## config.mk

```make
export PLATFORM = sky130hd
export DESIGN_NAME = modular_inverse_extended_gcd_core
export DESIGN_NICKNAME = d
export VERILOG_FILES = /design/src/hw/rtl/mieg_pkg.sv /design/src/hw/rtl/mieg_ctrl.sv /design/src/hw/rtl/mieg_dp.sv /design/src/hw/rtl/modular_inverse_extended_gcd_core.sv
export VERILOG_INCLUDE_DIRS = /design/src /design/src/hw/rtl
export SDC_FILE = /design/constraint.sdc
export NUM_CORES = 1
export LEC_CHECK = 0
export BUFFER_PORTS_ARGS = -buffer_cell sky130_fd_sc_hd__buf_2
export CORE_MARGIN = 1
export CORE_UTILIZATION = 39
export DETAILED_ROUTE_END_ITERATION = 12
export SKIP_CTS_REPAIR_TIMING = 1
export SLEW_MARGIN = 0
export SYNTH_ARGS = -nofsm -noshare
export SYNTH_HDL_FRONTEND = slang
export SYNTH_SLANG_ARGS = --single-unit
```

## constraint.sdc

```tcl
create_clock -name i_clk -period 7.48 [get_ports i_clk]
set_clock_uncertainty 0.15 [all_clocks]
set_input_delay 0 -clock i_clk [delete_from_list [all_inputs] [get_ports i_clk]]
set_output_delay 0 -clock i_clk [all_outputs]
set_load 0.05 [all_outputs]
```

## src/hw/rtl/modular_inverse_extended_gcd_core_assert.svh

```systemverilog
// ----------------------------------------------------------------------------
// Modular inverse core assertion macros
// Shared concurrent assertion forms for the controller and the datapath.
// ----------------------------------------------------------------------------
`ifndef MODULAR_INVERSE_EXTENDED_GCD_CORE_ASSERT_SVH
`define MODULAR_INVERSE_EXTENDED_GCD_CORE_ASSERT_SVH

// same-cycle implication, disabled during reset
`define MIEG_ASSERT_IMP(label, clk, rst_n, ante, cons, msg) \
    label: assert property (@(posedge clk) disable iff (!rst_n) (ante) |-> (cons)) \
        else $error(msg);

// next-cycle implication, disabled during reset
`define MIEG_ASSERT_NXT(label, clk, rst_n, ante, cons, msg) \
    label: assert property (@(posedge clk) disable iff (!rst_n) (ante) |=> (cons)) \
        else $error(msg);

`endif

```

## src/hw/rtl/mieg_pkg.sv

```systemverilog
`timescale 1ns / 1ps
// ----------------------------------------------------------------------------
// Modular inverse package
// Shared constants, controller states and command/status bundles.
// ----------------------------------------------------------------------------
package mieg_pkg;

    localparam int P_WIDTH = 32;

    typedef enum logic [2:0] {
        S_IDLE,
        S_TEST,
        S_DIV,
        S_UPD,
        S_DONE
    } t_state;

    typedef struct packed {
        logic load;
        logic div_start;
        logic div_step;
        logic update;
        logic finish;
    } t_cmd;

    typedef struct packed {
        logic newer_zero;
        logic div_last;
        logic out_free;
    } t_status;

endpackage

```

## src/hw/rtl/mieg_ctrl.sv

```systemverilog
`timescale 1ns / 1ps
// ----------------------------------------------------------------------------
// Modular inverse controller
// Sequences load, Euclid division steps, coefficient update and output.
// ----------------------------------------------------------------------------
`include "modular_inverse_extended_gcd_core_assert.svh"

module mieg_ctrl (
    input  logic              i_clk,
    input  logic              i_rst_n,
    input  logic              i_in_valid,
    output logic              o_in_ready,
    input  mieg_pkg::t_status i_status,
    output mieg_pkg::t_cmd    o_cmd
);
    import mieg_pkg::*;

    t_state r_state;
    t_state n_state;

    always_ff @(posedge i_clk) begin
        if (!i_rst_n) begin
            r_state <= S_IDLE;
        end else begin
            r_state <= n_state;
        end
    end

    always_comb begin
        n_state = r_state;
        case (r_state)
            S_IDLE: begin
                if (i_in_valid) n_state = S_TEST;
            end
            S_TEST: begin
                n_state = i_status.newer_zero ? S_DONE : S_DIV;
            end
            S_DIV: begin
                if (i_status.div_last) n_state = S_UPD;
            end
            S_UPD: begin
                n_state = S_TEST;
            end
            S_DONE: begin
                if (i_status.out_free) n_state = S_IDLE;
            end
            default: begin
                n_state = S_IDLE;
            end
        endcase
    end

    always_comb begin
        o_in_ready = 1'b0;
        o_cmd      = '0;
        case (r_state)
            S_IDLE: begin
                o_in_ready = 1'b1;
                o_cmd.load = i_in_valid;
            end
            S_TEST: begin
                o_cmd.div_start = !i_status.newer_zero;
            end
            S_DIV: begin
                o_cmd.div_step = 1'b1;
            end
            S_UPD: begin
                o_cmd.update = 1'b1;
            end
            S_DONE: begin
                o_cmd.finish = i_status.out_free;
            end
            default: begin
                o_cmd = '0;
            end
        endcase
    end

    `MIEG_ASSERT_NXT(a_accept_to_test, i_clk, i_rst_n, i_in_valid && o_in_ready, r_state == S_TEST, "accepted word did not start a test")
    `MIEG_ASSERT_NXT(a_div_holds, i_clk, i_rst_n, r_state == S_DIV && !i_status.div_last, r_state == S_DIV, "division left early")
    `MIEG_ASSERT_IMP(a_finish_free, i_clk, i_rst_n, o_cmd.finish, i_status.out_free && r_state == S_DONE, "finish while output busy")

endmodule

```

## src/hw/rtl/mieg_dp.sv

```systemverilog
`timescale 1ns / 1ps
// ----------------------------------------------------------------------------
// Modular inverse datapath
// Restoring divider with quotient-times-coefficient accumulation, Euclid
// pair and coefficient registers, final reduction and output register.
// ----------------------------------------------------------------------------
`include "modular_inverse_extended_gcd_core_assert.svh"

module mieg_dp #(
    parameter int WIDTH = mieg_pkg::P_WIDTH
) (
    input  logic              i_clk,
    input  logic              i_rst_n,
    input  logic              i_cfg_we,
    input  logic [WIDTH-2:0]  i_cfg_wdata,
    input  logic [WIDTH-2:0]  i_value,
    input  mieg_pkg::t_cmd    i_cmd,
    output mieg_pkg::t_status o_status,
    output logic              o_out_valid,
    input  logic              i_out_ready,
    output logic [WIDTH-2:0]  o_inverse,
    output logic              o_has_inverse
);
    import mieg_pkg::*;

    localparam int OPW   = WIDTH - 1;
    localparam int CNT_W = $clog2(OPW);

    logic [OPW-1:0]   r_modulus;
    logic [OPW-1:0]   r_older;
    logic [OPW-1:0]   r_newer;
    logic [WIDTH-1:0] r_c_old;
    logic [WIDTH-1:0] r_c_new;
    logic [OPW-1:0]   r_rem;
    logic [OPW-1:0]   r_dvd;
    logic [WIDTH-1:0] r_acc;
    logic [CNT_W-1:0] r_cnt;
    logic             r_out_valid;
    logic [OPW-1:0]   r_inverse;
    logic             r_has_inverse;

    logic [OPW:0]     shifted;
    logic [OPW:0]     diff;
    logic             qbit;
    logic [WIDTH-1:0] n_acc;
    logic [WIDTH-1:0] y;
    logic [WIDTH-1:0] m_ext;
    logic [WIDTH-1:0] n_y;

    assign shifted = {r_rem, r_dvd[OPW-1]};
    assign diff    = shifted - {1'b0, r_newer};
    assign qbit    = !diff[OPW];
    assign n_acc   = {r_acc[WIDTH-2:0], 1'b0} + (qbit ? r_c_new : '0);

    assign y     = r_c_old;
    assign m_ext = {1'b0, r_modulus};
    always_comb begin
        n_y = y;
        if (r_modulus != '0) begin
            if (y[WIDTH-1]) begin
                n_y = y + m_ext;
            end else if (y >= m_ext) begin
                n_y = y - m_ext;
            end
        end
    end

    always_ff @(posedge i_clk) begin
        if (!i_rst_n) begin
            r_modulus   <= OPW'(1);
            r_out_valid <= 1'b0;
        end else begin
            if (i_cfg_we) r_modulus <= i_cfg_wdata;
            if (i_cmd.finish) begin
                r_out_valid <= 1'b1;
            end else if (i_out_ready) begin
                r_out_valid <= 1'b0;
            end
        end
    end

    always_ff @(posedge i_clk) begin
        if (i_cmd.load) begin
            r_older <= r_modulus;
            r_newer <= i_value;
            r_c_old <= '0;
            r_c_new <= WIDTH'(1);
        end
        if (i_cmd.div_start) begin
            r_dvd <= r_older;
            r_rem <= '0;
            r_acc <= '0;
            r_cnt <= '0;
        end
        if (i_cmd.div_step) begin
            r_rem <= qbit ? diff[OPW-1:0] : shifted[OPW-1:0];
            r_dvd <= {r_dvd[OPW-2:0], 1'b0};
            r_acc <= n_acc;
            r_cnt <= r_cnt + 1'b1;
        end
        if (i_cmd.update) begin
            r_older <= r_newer;
            r_newer <= r_rem;
            r_c_old <= r_c_new;
            r_c_new <= r_c_old - r_acc;
        end
        if (i_cmd.finish) begin
            r_inverse     <= n_y[OPW-1:0];
            r_has_inverse <= (r_older == OPW'(1));
        end
    end

    assign o_status.newer_zero = (r_newer == '0);
    assign o_status.div_last   = (r_cnt == CNT_W'(OPW - 1));
    assign o_status.out_free   = !r_out_valid || i_out_ready;

    assign o_out_valid   = r_out_valid;
    assign o_inverse     = r_inverse;
    assign o_has_inverse = r_has_inverse;

    `MIEG_ASSERT_IMP(a_div_nonzero, i_clk, i_rst_n, i_cmd.div_step, r_newer != '0, "division by zero")
    `MIEG_ASSERT_NXT(a_finish_valid, i_clk, i_rst_n, i_cmd.finish, r_out_valid, "finish did not raise valid")
    `MIEG_ASSERT_IMP(a_inverse_range, i_clk, i_rst_n, r_out_valid && r_modulus != '0, r_inverse < r_modulus, "inverse not reduced")

endmodule

```

## src/hw/rtl/modular_inverse_extended_gcd_core.sv

```systemverilog
`timescale 1ns / 1ps
// ----------------------------------------------------------------------------
// Modular inverse core (extended Euclid)
// Computes the inverse of a word modulo a configured modulus and flags
// whether the gcd is one.
//
//   channel | direction | handshake                  | payload
//   --------+-----------+----------------------------+--------------------------
//   in      | input     | i_in_valid / o_in_ready    | i_value
//   out     | output    | o_out_valid / i_out_ready  | o_inverse, o_has_inverse
//   cfg     | input     | i_cfg_we                   | i_cfg_wdata (modulus)
//
// Each Euclid step runs a test, the restoring divider steps and an update;
// a new word is taken only in the idle state, once the last one is done.
// Reset is synchronous and active low; the modulus resets to 1.
// A result waits in the output register; the next word is taken meanwhile,
// and its result holds in the datapath until the register frees.
// ----------------------------------------------------------------------------
module modular_inverse_extended_gcd_core #(
    parameter int WIDTH = mieg_pkg::P_WIDTH
) (
    input  logic             i_clk,
    input  logic             i_rst_n,
    input  logic             i_cfg_we,
    input  logic [WIDTH-2:0] i_cfg_wdata,
    input  logic             i_in_valid,
    output logic             o_in_ready,
    input  logic [WIDTH-2:0] i_value,
    output logic             o_out_valid,
    input  logic             i_out_ready,
    output logic [WIDTH-2:0] o_inverse,
    output logic             o_has_inverse
);
    import mieg_pkg::*;

    t_cmd    cmd;
    t_status status;

    mieg_ctrl u_ctrl (
        .i_clk      (i_clk),
        .i_rst_n    (i_rst_n),
        .i_in_valid (i_in_valid),
        .o_in_ready (o_in_ready),
        .i_status   (status),
        .o_cmd      (cmd)
    );

    mieg_dp #(
        .WIDTH (WIDTH)
    ) u_dp (
        .i_clk         (i_clk),
        .i_rst_n       (i_rst_n),
        .i_cfg_we      (i_cfg_we),
        .i_cfg_wdata   (i_cfg_wdata),
        .i_value       (i_value),
        .i_cmd         (cmd),
        .o_status      (status),
        .o_out_valid   (o_out_valid),
        .i_out_ready   (i_out_ready),
        .o_inverse     (o_inverse),
        .o_has_inverse (o_has_inverse)
    );

endmodule
```

==> results.ini <==
[synthesis]
synth_cell_types=93
ys_ff_latch=292
synth-async-reset-ratio=0
seq_area_frac_synth=0.419
yosys_most_used_dff=edfxtp_1
synth_top_cell_by_area=edfxtp_1
syn_nets=2350
syn_area_sq_um=20100
synth_top_area_frac=0.383
avgSynthCellArea_sq_um=9.45
synth_cells=2123
synth_edf_count=256
yosysWarnings=0
synth_area_leaders=edfxtp_1, ha_1, nand2_1, a21oi_1, dfxtp_1

[cts]
clock-sinks=292
clkTransAtPathRegs_ns=0.06
clockBufferDepth=3
ctsHtreeMaxLevel=2
cts_tree=built
clk_latency_ns=0.55
cts_buffers=36
root_buffer=clkbuf_16

[power_and_ir_drop]
vdd_ir_drop_max_mv=0.163
cellLeakagePower_nw=9.63
power_density_nw_per_um2=231
design_power_total_mw=5.38

[grt]
grt_pass1_vias=15400
grt-ovfl-total=0
grt_pass1_wl_um=88900
antenna_found_initial=0
grt_max_degree=72
track_usage=0.216

[timing]
slew_violations=0
tns_ns=0
setup_viol=0
hold_viol_final=0
worst_pin_slew_ns=1.15
max_freq_mhz=153
rsz0062_at_grt=no
finalCritPeriodShare=0.876
period_minus_slack_ns=6.56
max_slew_margin=0.236

[placed_design]
placed_area_sq_um=21200
dp_hpwl_um=42700
place_congestion=0.927
numPortBuffers=100

[route]
drt_iter0_drc=1251
drtPass1Iterations=5
wirelength_um=59100
vias_per_cell=5.58
vias=16700
drtAntennaViolNets=0
routedWlPerCell_um=19.8
drcViolationCount=0

[finish]
area_growth_pct=16.0
layout_common_cells=edfxtp_1, nand2_1, nor2_1
diodes=0
drive_above_1_share=0.0909
final-seq-area_sq_um=8410
final_common_cell=edfxtp_1
final_cell_area_sq_um=23300
multi_input_area_sq_um=10800
fillers=4865
reg_top3=u_dp.r_acc: 32 flops, u_dp.r_c_new: 32 flops, u_dp.r_c_old: 32 flops
finalNetCount=2510

[worst_setup_path]
crit_type=flop to flop
critPathRequiredTime_ns=7.60
crit_arrival_ns=6.68
worstPathMaxFanout=19
worstSetupStartpointType=flop
end_kind=flop

[floorplan]
start_util=0.397
num_io_pins=101
row_count=82
die_w_um=229
die_area_sq_um=52400
die_h_um=229
coreArea_sq_um=50500

[outcome]
status=finished, final reports clean

[job]
cap_violations=0

[hold_path]
hold_class=input port to flop

## path summary, 6_finish.rpt
kind	start	endpoint	slack [ns]	cells after the start
setup / recovery	u_dp.r_rem[2]	u_dp.r_acc[26]	0.92	20
hold / removal	i_value[13]	u_dp.r_newer[13]	0.11	4
setup reg to reg	u_dp.r_rem[2]	u_dp.r_acc[26]	0.92	20
hold reg to reg	u_dp.r_dvd[0]	u_dp.r_dvd[0]	0.35	2
## critical path: stages (launching register included)
cell,delay [ns]
edfxtp_1,0.42
ha_1,0.38
a21o_1,0.18
a21oi_1,0.16
o211ai_1,0.16
a311oi_2,0.57
a21o_1,0.24
a311oi_1,0.14
nor4b_4,0.84
and2_1,0.29
ha_1,0.24
a21o_1,0.16
a21oi_1,0.25
o21ai_0,0.25
a2111oi_1,0.60
nor3_1,0.18
o211ai_1,0.35
a21oi_1,0.11
a211oi_1,0.36
xor2_1,0.18
nor2_1,0.05
## per-stage QoR
stage	instances	util	hold slack, ns	worst slack [ns]
final	2983	0.461	0.107	0.925
after detailed placement	2822	0.419	0.116	0.953
after global placement	2822	0.419	0.110	1.15
after CTS	2888	0.442	-0.458	0.933
after global routing	2983	0.461	0.122	0.362
after floorplan	2123	-	-0.0218	2.10
## layout make-up
| cell class | count | area share |
|---|---|---|
| tap | 672 | 0.0361 |
| clock buffer | 51 | 0.0447 |
| inverter | 142 | 0.0229 |
| timing repair buffer | 210 | 0.0672 |
| multi-input combinational | 1601 | 0.462 |
| clock inverter | 15 | 0.00591 |
| sequential | 292 | 0.361 |
## metal layers
metal	GRT usage	wire, um	vias to the layer above
met2	0.345	27200	545
li1	-	-	7972
met1	0.303	26900	8051
met5	0	0	-
met4	0.0723	1730	0
met3	0.0262	3280	89
## power breakdown
group	total (mW)	internal (mW)	switching [mW]
clock	1.77	1.04	0.721
sequential	2.08	1.96	0.119
combinational	1.54	0.627	0.914
## cells in the mapped netlist, types with 5 or more instances
cell type,n
edfxtp_1,256
nand2_1,222
nor2_1,192
a21oi_1,155
ha_1,155
inv_1,140
o21ai_0,119
xnor2_1,76
and2_1,69
clkbuf_1,63
a21o_1,60
mux2i_1,58
nor2b_1,45
nor3_1,39
dfxtp_1,36
xor2_1,34
a22o_1,32
nand3_1,28
nor4_1,27
nand2b_1,25
nand4_1,24
o21bai_1,21
a211oi_1,16
o31ai_1,15
and3_1,14
o21a_1,14
a31oi_1,12
o211ai_1,10
buf_2,9
a211o_1,7
a22oi_1,7
mux2_2,7
nor3b_1,7
o221ai_1,6
or2_2,6
a311oi_1,5
fa_1,5
nand3b_1,5
## cell families after synthesis
group | after synthesis | share of synthesized area
and+or+nand+nor | 722 | 0.173
AOI/OAI and AO/OA | 544 | 0.179
DFF | 292 | 0.419
buffers and inverters | 230 | 0.0466
adders and majority gates | 160 | 0.102
xor gates and xnor gates | 110 | 0.0480
muxes | 65 | 0.0329
Power figures use the tool's default switching activity.
